[src/rtl/core/mfde_pkg.sv]
// Package for the monochrome frame buffer draw engine.
// Holds the command codes, internal op codes, queue entry type, back-end states and constants.
// No dependencies.
package mfde_pkg;

  localparam int SLOPE_SCALE = 10;
  localparam int QUEUE_DEPTH = 4;
  localparam int QUEUE_PTR_W = 2;
  localparam int DVD_W       = 11;
  localparam int DVS_W       = 9;

  typedef enum logic [2:0] {
    CMD_SET    = 3'd0,
    CMD_CLR    = 3'd1,
    CMD_LINE   = 3'd2,
    CMD_CIRCLE = 3'd3,
    CMD_READ   = 3'd4
  } mfde_cmd_e;

  typedef enum logic [2:0] {
    OP_NONE,
    OP_SET,
    OP_CLR,
    OP_LINE_V,
    OP_LINE_H,
    OP_LINE_D,
    OP_CIRCLE,
    OP_READ
  } mfde_op_e;

  typedef struct packed {
    mfde_op_e   op;
    logic       status;
    logic [7:0] x_start;
    logic [7:0] y_start;
    logic [7:0] x_end;
    logic [7:0] y_end;
    logic [7:0] radius;
    logic [2:0] page_index;
  } mfde_cmd_t;

  typedef enum logic [3:0] {
    ST_CLEAR,
    ST_IDLE,
    ST_DIV_K,
    ST_LINE,
    ST_CIRC_TEST,
    ST_CIRC_PLOT,
    ST_CIRC_STEP,
    ST_PIX_RD,
    ST_PIX_WR,
    ST_READ,
    ST_READ_WAIT,
    ST_DONE
  } mfde_state_e;

endpackage

[src/rtl/core/mfde_queue.sv]
// Short command queue between the front end and the drawing back end.
// Register array with read and write pointers; uses mfde_pkg.
module mfde_queue (
  input  logic                clk_i,
  input  logic                rst_ni,
  input  logic                push_i,
  input  mfde_pkg::mfde_cmd_t entry_i,
  input  logic                pop_i,
  output mfde_pkg::mfde_cmd_t entry_o,
  output logic                full_o,
  output logic                empty_o
);
  import mfde_pkg::*;

  mfde_cmd_t              slot_q [QUEUE_DEPTH];
  logic [QUEUE_PTR_W-1:0] wr_ptr_q, wr_ptr_d;
  logic [QUEUE_PTR_W-1:0] rd_ptr_q, rd_ptr_d;
  logic [QUEUE_PTR_W:0]   count_q, count_d;
  logic                   do_push;
  logic                   do_pop;

  assign full_o  = (count_q == (QUEUE_PTR_W+1)'(QUEUE_DEPTH));
  assign empty_o = (count_q == '0);
  assign entry_o = slot_q[rd_ptr_q];
  assign do_push = push_i && !full_o;
  assign do_pop  = pop_i && !empty_o;

  always_comb begin
    wr_ptr_d = do_push ? wr_ptr_q + 1'b1 : wr_ptr_q;
    rd_ptr_d = do_pop ? rd_ptr_q + 1'b1 : rd_ptr_q;
    count_d  = count_q;
    if (do_push && !do_pop) begin
      count_d = count_q + 1'b1;
    end else if (do_pop && !do_push) begin
      count_d = count_q - 1'b1;
    end
  end

  always_ff @(posedge clk_i or negedge rst_ni) begin
    if (!rst_ni) begin
      wr_ptr_q <= '0;
      rd_ptr_q <= '0;
      count_q  <= '0;
    end else begin
      wr_ptr_q <= wr_ptr_d;
      rd_ptr_q <= rd_ptr_d;
      count_q  <= count_d;
    end
  end

  always_ff @(posedge clk_i) begin
    if (do_push) begin
      slot_q[wr_ptr_q] <= entry_i;
    end
  end

endmodule

[config.mk]
export PLATFORM = sky130hd
export DESIGN_NAME = mfde_queue
export DESIGN_NICKNAME = d
export VERILOG_FILES = /design/src/rtl/core/mfde_pkg.sv /design/src/rtl/core/mfde_queue.sv
export SDC_FILE = /design/constraint.sdc
export NUM_CORES = 1
export LEC_CHECK = 0
export ABC_AREA = 0
export BUFFER_PORTS_ARGS = -buffer_cell sky130_fd_sc_hd__buf_4
export CAP_MARGIN = 40
export CORE_ASPECT_RATIO = 0.9
export CORE_MARGIN = 2
export CORE_UTILIZATION = 61
export DETAILED_ROUTE_END_ITERATION = 8
export PLACE_DENSITY = 0.86
export SLEW_MARGIN = 25
export SYNTH_ARGS = -nofsm -noshare
export SYNTH_HDL_FRONTEND = slang
export SYNTH_SLANG_ARGS = --single-unit
export TNS_END_PERCENT = 50
[constraint.sdc]
create_clock -name clk_i -period 7 [get_ports clk_i]
set_input_delay 1.4 -clock clk_i [delete_from_list [all_inputs] [get_ports clk_i]]
set_output_delay 1.4 -clock clk_i [all_outputs]
set_load 0.005 [all_outputs]
### Yosys cells after proc, flatten, opt, wreduce, memory -nomap -nowiden

Memories as Yosys holds them, arrays and structs flattened.
Index checks and enable logic that the tools add are counted.

| cells by class | value |
|---|---|
| add/sub/neg operators | 4 |
| eq/ne operators | 1 |
| multiplexer cells | 4 |
| reduce and logical (&&, ||, !) cells | 10 |

Operator list:

| kind | count |
|---|---|
| $mux W3 | 2 |
| $add A2 B1 Y2 const B | 2 |
| $logic_and A1 B1 Y1 | 4 |
| $logic_not A1 Y1 | 4 |
| $add A3 B1 Y3 const B | 1 |
| $eq A3 B3 Y1 const B | 1 |
| $logic_not A3 Y1 | 1 |
| $sub A3 B1 Y3 const B | 1 |
| $mux W1 | 2 |
| $reduce_bool A2 Y1 | 1 |

| word-level totals | value |
|---|---|
| register bits after elaboration | 7 |
| bits in writable memories | 188 |
| input port bits | 51 |
| output and inout port bits | 49 |
| word-level logic and storage cells | 23 |
| memories kept | 1 |

Memories:

| memory | depth | width | rd ports | clocked after Yosys merged registers in | wr ports | RTL line | RTL |
|---|---|---|---|---|---|---|---|
| slot_q | 4 | 47 | 1 | 0 | 1 | mfde_queue.sv:15 | `mfde_cmd_t slot_q [QUEUE_DEPTH];` |

### Logic depth before layout (Yosys ltp)

| depth | value |
|---|---|
| word-level depth | 7 |
| depth in mapped cells | 9 |
| mapped depth without buffers | 8 |

### Least setup slack after synthesis

OpenSTA, ideal clock, no wires.

| path | value |
|---|---|
| path kind | input to register |
| start | input port push_i |
| end | memory slot_q[0][0] in the netlist's numbering, enable pin |
| library setup time | 0.409 ns |
| arrival | 2.805 ns |
| required time | 6.591 ns |
| setup slack | 3.786 ns |
| cell stages on the path | 3 |
| buffers on the path | 1 |
| path through | nor2b_1 buf_2 and2_1 |

| between the ends | value |
|---|---|
| longest elaborated chain between the ends | 3 |

RTL lines:

| element | RTL line | RTL |
|---|---|---|
| start: declaration | mfde_queue.sv:6 | `input logic push_i,` |
| $logic_and A1 B1 Y1 | mfde_queue.sv:25 | `assign do_push = push_i && !full_o;` |
| net do_push | mfde_queue.sv:19 | `logic do_push;` |
| $mux W1 | mfde_queue.sv:52 | `if (do_push) begin` |
| $mux W1 (implied by the code) | mfde_queue.sv:53 | `slot_q[wr_ptr_q] <= entry_i;` |
| end: declaration | mfde_queue.sv:15 |  |

The timed path passes the listed nets, and every way through them passes these cells.

==> reports/metrics.yaml <==
outcome: "finished clean"
worstPathMaxFanout: 25
fin_tns_setup_ns: 0
first_global_vias: 3432
fin_worst_skew_ns: 0.00572
max_slew_margin_pct: 57.4
htreeDepth: 4
die_x_um: 119
hold_violations: 0
postSynthCellCount: 282
initial_utilization_pct: 62.9
p_per_area_nw_per_um2: 407
grt_overflow_total: 0
drive_gt1_share_pct: 44.0
final-max-slew-violation-count: 0
cp-start-kind: "register"
cts_root_buf: "clkbuf_16"
cts_resized: 0
cp.arrival_ns: 2.22
setup_violations: 0
area_growth_pct: 19.2
tritoncts: "done"
ys_seq_elements: 195
wire_per_inst_um: 21.7
clockPowerShare_pct: 23.0
post-route-util_pct: 75.0
path_clk_slew_ns: 0.06
crit_required_ns: 5.60
avgSynthCellArea_um2: 25.6
worstHoldPathCells: 1
yosysSeqAreaShare_pct: 80.6
swShare_pct: 26.7
finalWorstSetupSlack_ns: 3.38
ir_worst_vdd_mv: 0.307
ant_nets: 0
vias: 3220
fin_crit_sh_pct: 51.8
gp_congestion: 0.654
port_buffers: 99
ys_warn_count: 0
totalWireLength_mm: 12.2
postCtsSetupBuffers: 0
max_cap_viol_count: 0
clkLatencyLatePin_ns: 0.42
cp-end-kind: "output pin"
synth_fp_nets: 339
hp-class: "reg2reg"
track_usage_pct: 20.8
avgViaCountPerCell: 5.72
grt_max_degree: 36
internal_power_uw: 2570
dr.first_iter.drc_count: 206
place_ws_ns: 3.61
rsz0062_at_grt: "no"
max_freq_mhz: 276
syn_area_um2: 7220
cts_buffer_depth: 2
p_leak_uw: 0.00298
numClockSinks: 195
drc: 0
p_sw_uw: 934
holdBufCountCts: 0
path_class: "reg2out"
grt_pass1_wl_mm: 19.0
fin_crit_ns: 3.62
synth.largest_area_cell: "edfxtp_1"
ys_types: 22
p_seq_share_pct: 48.1
synth_top_area_share_pct: 78.2
rr_worst_depth: 4
die_h_um: 107
firstDrtPassIters: 4
io_pins: 100
n_antenna_cell: 0
cts_made_buffers: 17
tightest_slew_ns: 0.639
num_rows: 37
coreArea_um2: 11500
fp.dieArea_um2: 12700
detailed_place_hpwl_mm: 7.63
synth_area_leaders: "edfxtp_1, mux4_2, dfrtp_1, ha_1, mux4_1"
antenna_found_initial: 0
nets: 451
power.share.combinational_pct: 28.9
cell type report:
type	count	area (um^2)
well taps	156	195
inverters	4	15.0
repair buffers	105	801
flip-flops and latches	195	5830
clock buffers	21	440
multi-input cells	71	1290
fillers	665	2870
clock inverters	11	45.0
synth_stat cells (all sizes together):
library cell,number
xnor2,4
inv,4
clkbuf,2
dfrtp,7
nand3,1
mux4,47
buf,10
edfxtp,188
xor2,2
nor3b,1
mux2,2
nor2b,1
nor2,1
nand2,1
ha,5
and2,4
or3,1
fa,1
layout by cell type (no fill, tap or decap):
cell | Yosys | routed
nand3_1 | 1 | 1
ha_1 | 5 | 5
mux2_2 | 2 | 2
or3_1 | 1 | 1
xnor2_1 | 4 | 4
and2_2 | 0 | 4
clkinv_2 | 0 | 3
xor2_1 | 2 | 2
nor2_1 | 1 | 1
nor3b_2 | 1 | 1
dfrtp_4 | 0 | 1
buf_12 | 2 | 1
mux4_2 | 45 | 45
clkbuf_16 | 0 | 17
edfxtp_1 | 188 | 188
dfrtp_1 | 7 | 5
fa_1 | 1 | 1
dfrtp_2 | 0 | 1
nand2_1 | 1 | 1
buf_4 | 3 | 104
mux4_1 | 2 | 2
clkinv_1 | 0 | 8
nor2b_1 | 1 | 1
clkbuf_1 | 2 | 4
inv_1 | 4 | 4
metal layers:
layer	wire length, um	track usage, %
met1	5090	27.6
met2	6270	33.5
met3	657	6.22
met4	190	7.48
met5	0	0
worst max-delay path, cell delays in order (launching register included):
cell and delay, ns:
dfrtp_2 0.77, buf_4 0.46, mux4_2 0.40, buf_4 0.16
kinds of logic (layout without fill, tap and decap cells):
logic type	after synthesis	count (layout)	share of synthesized area (%)
mux	49	49	15.1
simple gates	10	10	0.866
flops	195	195	80.6
fa+ha+maj	6	6	1.14
xor+xnor	6	6	0.728
buf+inv	16	141	1.61
per-stage QoR:
| stage | std cells | power, uW | hold WS (ns) | cell area (um^2) |
|---|---|---|---|---|
| 3_3_place_gp | 530 | 2680 | 0.465 | 8110 |
| 2_1_floorplan | 282 | 2280 | 0.445 | 7220 |
| 3_5_place_dp | 531 | 2740 | 0.472 | 8130 |
| 6_report | 563 | 3500 | 0.496 | 8610 |
| 4_1_cts | 563 | 3550 | 0.484 | 8610 |
| 5_1_grt | 563 | 3670 | 0.520 | 8610 |
final timing paths:
kind                        startpoint       endpoint  slack (ns)
max                        rd_ptr_q[1]     entry_o[1]        3.38
min                         count_q[2]     count_q[2]        0.50
max reg2reg                 count_q[2]  slot_q[3][26]        4.55
min reg2reg                 count_q[2]     count_q[2]        0.50
max in group asynchronous       rst_ni    rd_ptr_q[0]        6.07
min in group asynchronous       rst_ni     count_q[1]        0.78
sequential cells by signal, indices dropped and copies added, names as in the netlist:
name / cells
count_q: 3
wr_ptr_q: 2
rd_ptr_q: 2
slot_q: 188
power groups by stage:
stage / logic (uW) / registers (uW) / clock network (uW)
5_1_grt: 1090 / 1710 / 869
2_1_floorplan: 658 / 1620 / 0
3_3_place_gp: 949 / 1730 / 0
6_report: 1010 / 1680 / 807
3_5_place_dp: 1030 / 1710 / 0
4_1_cts: 1040 / 1690 / 825
Note: power is estimated with default switching activity, not from simulation.
