[src/rtl/core/mfde_pkg.sv]
// Package for the monochrome frame buffer draw engine.
// Holds the command codes, internal op codes, queue entry type, back-end states and constants.
// No dependencies.
package mfde_pkg;

  localparam int SLOPE_SCALE = 10;
  localparam int QUEUE_DEPTH = 4;
  localparam int QUEUE_PTR_W = 2;
  localparam int DVD_W       = 11;
  localparam int DVS_W       = 9;

  typedef enum logic [2:0] {
    CMD_SET    = 3'd0,
    CMD_CLR    = 3'd1,
    CMD_LINE   = 3'd2,
    CMD_CIRCLE = 3'd3,
    CMD_READ   = 3'd4
  } mfde_cmd_e;

  typedef enum logic [2:0] {
    OP_NONE,
    OP_SET,
    OP_CLR,
    OP_LINE_V,
    OP_LINE_H,
    OP_LINE_D,
    OP_CIRCLE,
    OP_READ
  } mfde_op_e;

  typedef struct packed {
    mfde_op_e   op;
    logic       status;
    logic [7:0] x_start;
    logic [7:0] y_start;
    logic [7:0] x_end;
    logic [7:0] y_end;
    logic [7:0] radius;
    logic [2:0] page_index;
  } mfde_cmd_t;

  typedef enum logic [3:0] {
    ST_CLEAR,
    ST_IDLE,
    ST_DIV_K,
    ST_LINE,
    ST_CIRC_TEST,
    ST_CIRC_PLOT,
    ST_CIRC_STEP,
    ST_PIX_RD,
    ST_PIX_WR,
    ST_READ,
    ST_READ_WAIT,
    ST_DONE
  } mfde_state_e;

endpackage

[src/rtl/core/mfde_front.sv]
// Command classifier of the draw engine front end.
// Checks bounds, rejects bad commands and sorts lines by direction; uses mfde_pkg.
module mfde_front #(
  parameter int PANEL_WIDTH = 128,
  parameter int PANEL_PAGES = 8
) (
  input  logic [2:0]          command_i,
  input  logic [7:0]          x_start_i,
  input  logic [7:0]          y_start_i,
  input  logic [7:0]          x_end_i,
  input  logic [7:0]          y_end_i,
  input  logic [7:0]          radius_i,
  input  logic [2:0]          page_index_i,
  output mfde_pkg::mfde_cmd_t entry_o
);
  import mfde_pkg::*;

  localparam logic [8:0] WIDTH_9 = 9'(PANEL_WIDTH);
  localparam logic [8:0] ROWS_9  = 9'(PANEL_PAGES * 8);
  localparam logic [4:0] PAGES_5 = 5'(PANEL_PAGES);

  logic pix_ok;
  logic line_bad;
  logic read_ok;

  always_comb begin
    pix_ok   = ({1'b0, x_start_i} < WIDTH_9) && ({1'b0, y_start_i} < ROWS_9);
    line_bad = ({1'b0, x_end_i} > WIDTH_9) || ({1'b0, y_end_i} > ROWS_9) ||
               (x_start_i > x_end_i) || (y_start_i > y_end_i);
    read_ok  = ({1'b0, x_start_i} < WIDTH_9) && ({2'b00, page_index_i} < PAGES_5);

    entry_o.x_start    = x_start_i;
    entry_o.y_start    = y_start_i;
    entry_o.x_end      = x_end_i;
    entry_o.y_end      = y_end_i;
    entry_o.radius     = radius_i;
    entry_o.page_index = page_index_i;
    entry_o.op         = OP_NONE;
    entry_o.status     = 1'b1;

    unique case (mfde_cmd_e'(command_i))
      CMD_SET, CMD_CLR: begin
        if (pix_ok) begin
          entry_o.op     = (mfde_cmd_e'(command_i) == CMD_SET) ? OP_SET : OP_CLR;
          entry_o.status = 1'b0;
        end
      end
      CMD_LINE: begin
        if (!line_bad) begin
          entry_o.status = 1'b0;
          if (x_start_i == x_end_i) begin
            entry_o.op = OP_LINE_V;
          end else if (y_start_i == y_end_i) begin
            entry_o.op = OP_LINE_H;
          end else begin
            entry_o.op = OP_LINE_D;
          end
        end
      end
      CMD_CIRCLE: begin
        entry_o.op     = OP_CIRCLE;
        entry_o.status = 1'b0;
      end
      CMD_READ: begin
        if (read_ok) begin
          entry_o.op     = OP_READ;
          entry_o.status = 1'b0;
        end
      end
      default: begin
        entry_o.op     = OP_NONE;
        entry_o.status = 1'b1;
      end
    endcase
  end

endmodule

[config.mk]
export PLATFORM = sky130hd
export DESIGN_NAME = mfde_front
export DESIGN_NICKNAME = d
export VERILOG_FILES = /design/src/rtl/core/mfde_pkg.sv /design/src/rtl/core/mfde_front.sv
export SDC_FILE = /design/constraint.sdc
export NUM_CORES = 1
export LEC_CHECK = 0
export BUFFER_PORTS_ARGS = -buffer_cell sky130_fd_sc_hd__buf_2
export CAP_MARGIN = 5
export CORE_ASPECT_RATIO = 0.7
export CORE_UTILIZATION = 38
export DETAILED_ROUTE_END_ITERATION = 8
export GPL_TIMING_DRIVEN = 0
export PLACE_DENSITY_LB_ADDON = 0.3
export SLEW_MARGIN = 20
export SYNTH_ARGS = -nofsm -noshare
export SYNTH_HDL_FRONTEND = slang
export SYNTH_SLANG_ARGS = --single-unit
[constraint.sdc]
create_clock -name vclk -period 2.8
set_clock_uncertainty 0.1 [all_clocks]
set_input_delay 0.42 -clock vclk [all_inputs]
set_output_delay 0.42 -clock vclk [all_outputs]
set_load 0.02 [all_outputs]
; ---- After elaboration in Yosys (flattened, before gate mapping)
; Index checks and enable logic that the tools add are counted.
[totals]
regBits = 0
word_cells = 25
[classes]
n_lt_le_gt_ge = 6
eq_ne = 6
mux = 7
n_reduce_logical = 6
[ops]
columns = cell, count
row1 = $eq 8x8->1, 2
row2 = $gt 8x8->1, 2
row3 = $pmux 4 s4, 1
row4 = $gt 8x7->1 const B, 1
row5 = $gt 8x8->1 const B, 1
row6 = $lt 8x7->1 const B, 1
row7 = $lt 8x8->1 const B, 1
row8 = $mux 4, 2
row9 = $eq 3x2->1 const B, 2
row10 = $mux 3, 2
row11 = $eq 3x1->1 const B, 1
row12 = $eq 3x3->1 const B, 1
row13 = $logic_not 3->1, 1
row14 = $logic_or 1x1->1, 3
row15 = $mux 2, 1
row16 = $reduce_or 2->1, 1
row17 = $logic_and 1x1->1, 1
row18 = $mux 1, 1

; ---- Longest topological paths before layout
; Gate-level depths: netlist of the first run.
[depth]
depth_word = 6
depth_mapped = 7
depth_no_buf = 7

; ---- Worst setup path before layout of the first run
; OpenSTA, ideal clock, no wires.
[synth_path]
kind = input-to-output
startpoint = in y_end_i[6]
endpoint = out entry_o[45] (netlist name)
t_arrival_ns = 2.250
required_ns = 2.280
setup_slack_ns = 0.030
stages = 7
path_buffers = 0
path_cell_list = inv_1 > ha_1 > nand4_1 > nor2_1 > a21oi_1 > or4_4 > o311ai_1
[synth_lines]
columns = item, line
row1 = "start, declared", mfde_front.sv:11  ; input logic [7:0] y_end_i,
row2 = "end, declared", mfde_front.sv:14  ; output mfde_pkg::mfde_cmd_t entry_o

==> results of run 1 <==
-- metrics by stage --
stage | cells | TNS, ps
after floorplan | 126 | 0
after global placement | 240 | -30.3
after detailed placement | 240 | -195
after CTS | 242 | 0
after global routing | 244 | -77.1
final | 244 | 0
-- final cells by class --
class / instances / area, sq um
Timing Repair Buffer: 86 / 464
Buffer: 43 / 323
Fill cell: 182 / 656
Tap cell: 32 / 40.0
Multi-Input combinational cell: 67 / 664
Inverter: 16 / 60.1
-- Yosys cell counts (all sizes together), types with 2 or more instances --
cell / n
a211oi: 2
a21oi: 7
buf: 43
ha: 16
inv: 16
nand2: 3
nand4: 4
nor2: 5
nor2b: 3
nor3: 4
nor4: 2
o21a: 2
o21ai: 4
o31ai: 2
or4: 3
-- final timing paths --
kind	slack, ps	endpoint	start
worst min-delay path	960	entry_o[1]	page_index_i[1]
worst max-delay path	40	entry_o[44]	x_end_i[1]
-- cell families (layout without fill, tap and decap cells) --
logic type,after synthesis,in the layout
buf+inv,59,145
simple gates,28,28
compound gates,23,23
fa+ha+maj,16,16
-- layer usage --
layer / vias to the layer above / part of all wire [%]
met4: 0 / 0.26
met2: 57 / 53
met1: 509 / 40
met5: - / 0
li1: 573 / -
met3: 2 / 6.6
-- critical path: cells and delay by family --
family,cells,cell delay [ps]
AOI/OAI and AO/OA,2,350
buffers and inverters,2,290
and+or+nand+nor,3,1190
-- power groups by stage --
stage          combinational, mW  sequential (mW)  clock (mW)
2_1_floorplan              0.152                0           0
3_3_place_gp               0.229                0           0
3_5_place_dp               0.234                0           0
4_1_cts                    0.242                0           0
5_1_grt                    0.292                0           0
6_report                   0.268                0           0
-- what timing repair did --
item,CTS,global route
pin swaps,6,4
resized for setup,5,22
setup buffers,2,2
hold buffers,0,0
hold endpoints to repair,0,0
endpoints found under the setup margin,3,3
==> out/metrics.cfg, run 1 <==
[finish]
seqCellArea_sq_um = 0
final_common_cell = buf_2
design.seq.count = 0
area.growth.synth_to_final_pct = 71.3
fin_util_pct = 70.3
num_antenna_cells = 0
drive_above_1_share_pct = 70.3
clkbuf_count = 0
stdcell_area_sq_um = 1550
fin_nets = 276
final_cell_mix = buf_2, buf_4, inv_1

[placed_design]
dp_slack_ps = -84.3
gp_congestion = 0.753
place_area_sq_um = 1360
io_buffers = 82
hpwl_um = 2190

[job]
cap_violations = 0

[synth]
avgSynthCellArea_sq_um = 7.19
synth_area_leaders = buf_4, ha_1, inv_1, a21oi_1, nand4_1
synth_top_family_by_area = buffers and inverters
synth_compound_area_share_pct = 16.7
synth-adder-area-share_pct = 22.1
synth_area_sq_um = 906
synth.distinct_cells = 28
synthDominantCellAreaShare_pct = 35.6
synth_mux_area_share_pct = 0
synthSimpleGateAreaFrac_pct = 18.9
synth_top_area_cell = buf_4
synthesis.instances = 126
synth_xor_area_share_pct = 0
ys_seq_area_share_pct = 0
yosysWarnings = 0
synth_nets = 188

[global_route]
met3_usage_pct = 0
overflow = 0
grt_pass1_vias = 970
grt_use_met2_pct = 35.4
grt_pass1_wl_um = 3890
top_usage_layer = met2
grt_antenna_before_repair = 0
grt_start_max_net_pins = 7
use_met1_pct = 24.1
track_usage_pct = 18.5

[route]
wl_per_cell_um = 10.9
route.antenna.remaining_nets = 0
viasPerCell = 4.68
drc = 0
vias = 1141
drt-total-wl_um = 2660
drt-pass1-iter-count = 4
drt-initial-drc-count = 35

[status]
status = complete, no violations

[power_and_ir_drop]
vdd_ir_drop_max_mv = 0.0817
p_int_mw = 0.130
seq_power_share_pct = 0
swShare_pct = 51.5
p_clk_share_pct = 0
pwr_density_cell_nw_per_um2 = 173
power_mw = 0.268
p_switching_mw = 0.138
p_leak_nw = 0.897
p_comb_share_pct = 100.0

[floorplan]
die_area_sq_um = 2590
rows = 14
coreArea_sq_um = 2210
start_util_pct = 41.0
ios = 93
fp.dieW_um = 60.4
die_y_um = 42.9

[sta]
hold_viol_final = 0
report.final.setup_viol = 0
setup_ws_ps = 42.1
relSlewSlack_pct = 76.1
period_minus_slack_ps = 2760
slew_violations = 0
fin_crit_sh_pct = 98.5
whs_ps = 956
max_freq_ghz = 0.363
tightest_slew_ps = 355

[worst_setup_path]
max_stage_delay_ps = 520
cp-end-kind = output port
crit_fanout = 3
crit_slowest_cell = or4_4
crit_chain = buf_2 > or4_4 > nor4_4 > o22ai_2 > or4_4 > o31ai_4 > buf_4
critPathMostFrequentCell = or4_4
cp-start-kind = primary input
cp.required_ps = 2280
worstSetupPathType = in2out
arrival_ps = 2240

[hold_path]
min_path_type = in2out
hold_depth = 2

Power figures use the tool's default switching activity.
==> run 2, diff against run 1 <==
--- a/config.mk
+++ b/config.mk
@@ -7,7 +7,7 @@
 export LEC_CHECK = 0
 export BUFFER_PORTS_ARGS = -buffer_cell sky130_fd_sc_hd__buf_2
 export CAP_MARGIN = 5
-export CORE_ASPECT_RATIO = 0.7
+export CORE_ASPECT_RATIO = 0.75
 export CORE_UTILIZATION = 38
 export DETAILED_ROUTE_END_ITERATION = 8
 export GPL_TIMING_DRIVEN = 0
==> constraint.sdc (replaced) <==
create_clock -name vclk -period 2.8
set_clock_uncertainty 0.1 [all_clocks]
set_input_delay 0.42 -clock vclk [all_inputs]
set_output_delay 0.42 -clock vclk [all_outputs]
set_load 0.01 [all_outputs]
==> out/metrics.cfg, run 2 (synthesized netlist as in run 1, its figures left out) <==
[status]
status = complete, but fails checks
violations = negative setup slack

[power_and_ir_drop]
pwr_density_cell_nw_per_um2 = 155
p_leak_nw = 0.882
vdd_ir_drop_max_mv = 0.0770
power_mw = 0.250

[floorplan]
start_util_pct = 42.7
fp.dieW_um = 58.4
coreArea_sq_um = 2120
die_area_sq_um = 2590
ios = 93
die_y_um = 44.3
rows = 14

[finish]
area.growth.synth_to_final_pct = 78.3
design.seq.count = 0
instances_no_fill = 243
fill_cells = 138
drive_above_1_share_pct = 73.5
seqCellArea_sq_um = 0
fin_nets = 275
final_cell_mix = buf_2, buf_4, inv_1, ha_1
multi_input_area_sq_um = 663
clkbuf_count = 0
num_antenna_cells = 0
final_common_cell = buf_2

[sta]
relSlewSlack_pct = 79.3
hold_viol_final = 0
period_minus_slack_ps = 2800
fin_crit_sh_pct = 100
setup_ws_ps = -2.10
report.final.setup_viol = 2
slew_violations = 0
max_freq_ghz = 0.357
grt_setup_unrepaired = yes
whs_ps = 924
tightest_slew_ps = 309

[worst_setup_path]
arrival_ps = 2280
max_stage_delay_ps = 520
cp-end-kind = output port
worstSetupPathType = in2out
crit_slowest_cell = or4_4
cp-start-kind = primary input
cp.required_ps = 2280
crit_chain = buf_2 > or4_4 > nor4_4 > o22ai_2 > or4_4 > o311ai_2 > buf_2
crit_fanout = 3

[route]
route.antenna.remaining_nets = 0
drc = 0
vias = 1158
drt-total-wl_um = 2850
drt-initial-drc-count = 62
wl_per_cell_um = 11.7
viasPerCell = 4.77
drt-pass1-iter-count = 4

[global_route]
grt_pass1_wl_um = 3660
track_usage_pct = 17.5
grt_pass1_vias = 916
grt_antenna_before_repair = 0
overflow = 0
grt_start_max_net_pins = 7

[cts]
hold_buffers = 0

[hold_path]
min_path_type = in2out

[placed_design]
gp_congestion = 0.745
hpwl_um = 2110
io_buffers = 82
place_inst = 240
dp_slack_ps = -55.1

[job]
cap_violations = 0

run 2: changes by cell type in the layout (fill, tap and decap cells not counted), sizes merged:
cell	previous run	this run
buf	129	128
run 2: metrics by stage:
| stage | area [sq um] | utilization, % | setup TNS, ps |
|---|---|---|---|
| floorplan | 906 | - | 0 |
| global placement | 1360 | 64.0 | 0 |
| detailed placement | 1360 | 64.0 | -55.1 |
| CTS | 1370 | 64.5 | 0 |
| global route | 1620 | 76.2 | -118 |
| finish | 1620 | 76.2 | -2.87 |
run 2: report_power, final:
group	switching (mW)	internal [mW]	total, mW
registers	0	0	0
clock network	0	0	0
logic	0.111	0.138	0.250
run 2: path summary, 6_finish.rpt:
path | end | startpoint | depth (start not counted) | slack (ps)
worst max-delay path | entry_o[45] | x_end_i[1] | 7 | -2
worst min-delay path | entry_o[7] | radius_i[4] | 2 | 920
run 2: per-layer routing:
metal | vias up | GRT usage (%) | wire, um
met2 | 67 | 33.6 | 1500
met3 | 4 | 0 | 243
met1 | 515 | 23.5 | 1090
met5 | - | 0 | 0
li1 | 572 | - | -
met4 | 0 | 0 | 26
run 2: timing repair:
action                                  CTS  global route
gates resized for setup                   2            48
endpoints found under the setup margin    1             3
setup buffers                             0             3
hold endpoints to repair                  0             0
pin swaps                                 1            10
run 2: final cells by class:
cell class | instances | area share [%]
inverter | 16 | 4.18
multi-input combinational | 67 | 41.1
timing repair buffer | 85 | 32.3
tap | 32 | 2.48
buffer | 43 | 20.0
run 2: critical path: cells and delay by family:
family | cells | cell delay (ps)
AND/OR/NAND/NOR | 3 | 1160
AO/OA/AOI/OAI | 2 | 410
buffers and inverters | 2 | 280
==> run 3, diff against run 2 <==
--- a/config.mk
+++ b/config.mk
@@ -8,6 +8,7 @@
 export BUFFER_PORTS_ARGS = -buffer_cell sky130_fd_sc_hd__buf_2
 export CAP_MARGIN = 5
 export CORE_ASPECT_RATIO = 0.75
+export CORE_MARGIN = 1.5
 export CORE_UTILIZATION = 38
 export DETAILED_ROUTE_END_ITERATION = 8
 export GPL_TIMING_DRIVEN = 0
==> out/metrics.cfg, run 3 (synthesized netlist as in run 1, its figures left out) <==
[power_and_ir_drop]
vdd_ir_drop_max_mv = 0.0700
p_comb_share_pct = 100.0
p_switching_mw = 0.111
p_clk_share_pct = 0
seq_power_share_pct = 0
pwr_density_cell_nw_per_um2 = 151
swShare_pct = 44.8
p_leak_nw = 0.882
p_int_mw = 0.137

[global_route]
grt_pass1_vias = 845
grt_pass1_wl_um = 3430
grt_start_max_net_pins = 7
overflow = 0
track_usage_pct = 15.7
grt_antenna_before_repair = 0

[floorplan]
fp.dieW_um = 59.4
die_y_um = 45.3
coreArea_sq_um = 2270
rows = 15
ios = 93
die_area_sq_um = 2690
start_util_pct = 39.9

[finish]
fin_nets = 277
seqCellArea_sq_um = 0
design.seq.count = 0
clkbuf_count = 0
drive_above_1_share_pct = 74.6
area.growth.synth_to_final_pct = 81.5
final_common_cell = buf_2
num_antenna_cells = 0
stdcell_area_sq_um = 1640
final_cell_mix = buf_2, buf_4, inv_1, ha_4, ha_1

[route]
drc = 0
drt-initial-drc-count = 31
route.antenna.remaining_nets = 0
vias = 1061
drt-total-wl_um = 2590
drt-pass1-iter-count = 4
wl_per_cell_um = 10.5
viasPerCell = 4.30

[sta]
period_minus_slack_ps = 2790
relSlewSlack_pct = 78.5
max_freq_ghz = 0.358
tns_ps = 0
slew_violations = 0
report.final.setup_viol = 0
grt_setup_unrepaired = yes
tightest_slew_ps = 319
hold_viol_final = 0
fin_crit_sh_pct = 99.7

[worst_setup_path]
cp.required_ps = 2280
cp-start-kind = primary input
worstSetupPathType = in2out
arrival_ps = 2270
cp-end-kind = output port
crit_fanout = 3

[placed_design]
gp_congestion = 0.749
place_area_sq_um = 1360
io_buffers = 82
hpwl_um = 2060

[job]
cap_violations = 0

[status]
status = complete, no violations

[hold_path]
min_path_type = in2out

## run 3: cell types whose count changed in the layout (fill, tap and decap cells not counted), moves of 2 or more
cell   before  now
buf_2      69   74
ha_4        7    9
buf_6       7    4
ha_1        9    7
## run 3: path summary, 6_finish.rpt
| kind | cells after the start | endpoint | slack, ps | from |
|---|---|---|---|---|
| setup / recovery | 9 | entry_o[45] | 9 | y_end_i[1] |
| hold / removal | 2 | entry_o[5] | 920 | radius_i[2] |
## run 3: area by class of cell
type               count  area, sq um
inverters             16         70.1
repair buffers        87          513
plain buffers         43          323
multi-input cells     67          696
well taps             34         42.5
fillers              170          627
## run 3: what timing repair did
action,CTS,global route
pin swaps,1,14
buffers inserted,1,4
setup endpoints to repair,3,3
hold buffers,0,0
resized for setup,2,47
endpoints found under the hold margin,0,0
## run 3: critical path, cell delays in order
cell and delay [ps]:
buf_2 120, inv_2 50, ha_4 250, nand4_1 150, nor2_4 170, a21oi_2 60
or4_4 580, o311ai_2 290, buf_2 170
## run 3: through the flow
step | hold slack [ps] | cells | util [%] | total power [mW] | setup slack [ps]
final | 923 | 247 | 72.4 | 0.248 | 8.72
after detailed placement | 924 | 242 | 59.8 | 0.205 | -96.4
after global placement | 925 | 242 | 59.8 | 0.200 | 6.37
after floorplan | 832 | 126 | - | 0.123 | 245
after CTS | 924 | 243 | 60.5 | 0.207 | 0.103
after global routing | 926 | 247 | 72.4 | 0.275 | -115
## run 3: routing by layer
metal | wire (um) | vias to the layer above | part of all wire (%) | GRT usage [%]
met5 | 0 | - | 0 | 0
met1 | 1160 | 441 | 45 | 22.8
met4 | 0 | 0 | 0 | 0
met2 | 1230 | 50 | 47 | 27.7
li1 | - | 570 | - | -
met3 | 198 | 0 | 7.7 | 0
## run 3: power groups by stage
stage,Combinational [mW],Clock (mW),Sequential [mW]
after floorplan,0.123,0,0
after CTS,0.207,0,0
after detailed placement,0.205,0,0
after global placement,0.200,0,0
final,0.248,0,0
after global routing,0.275,0,0
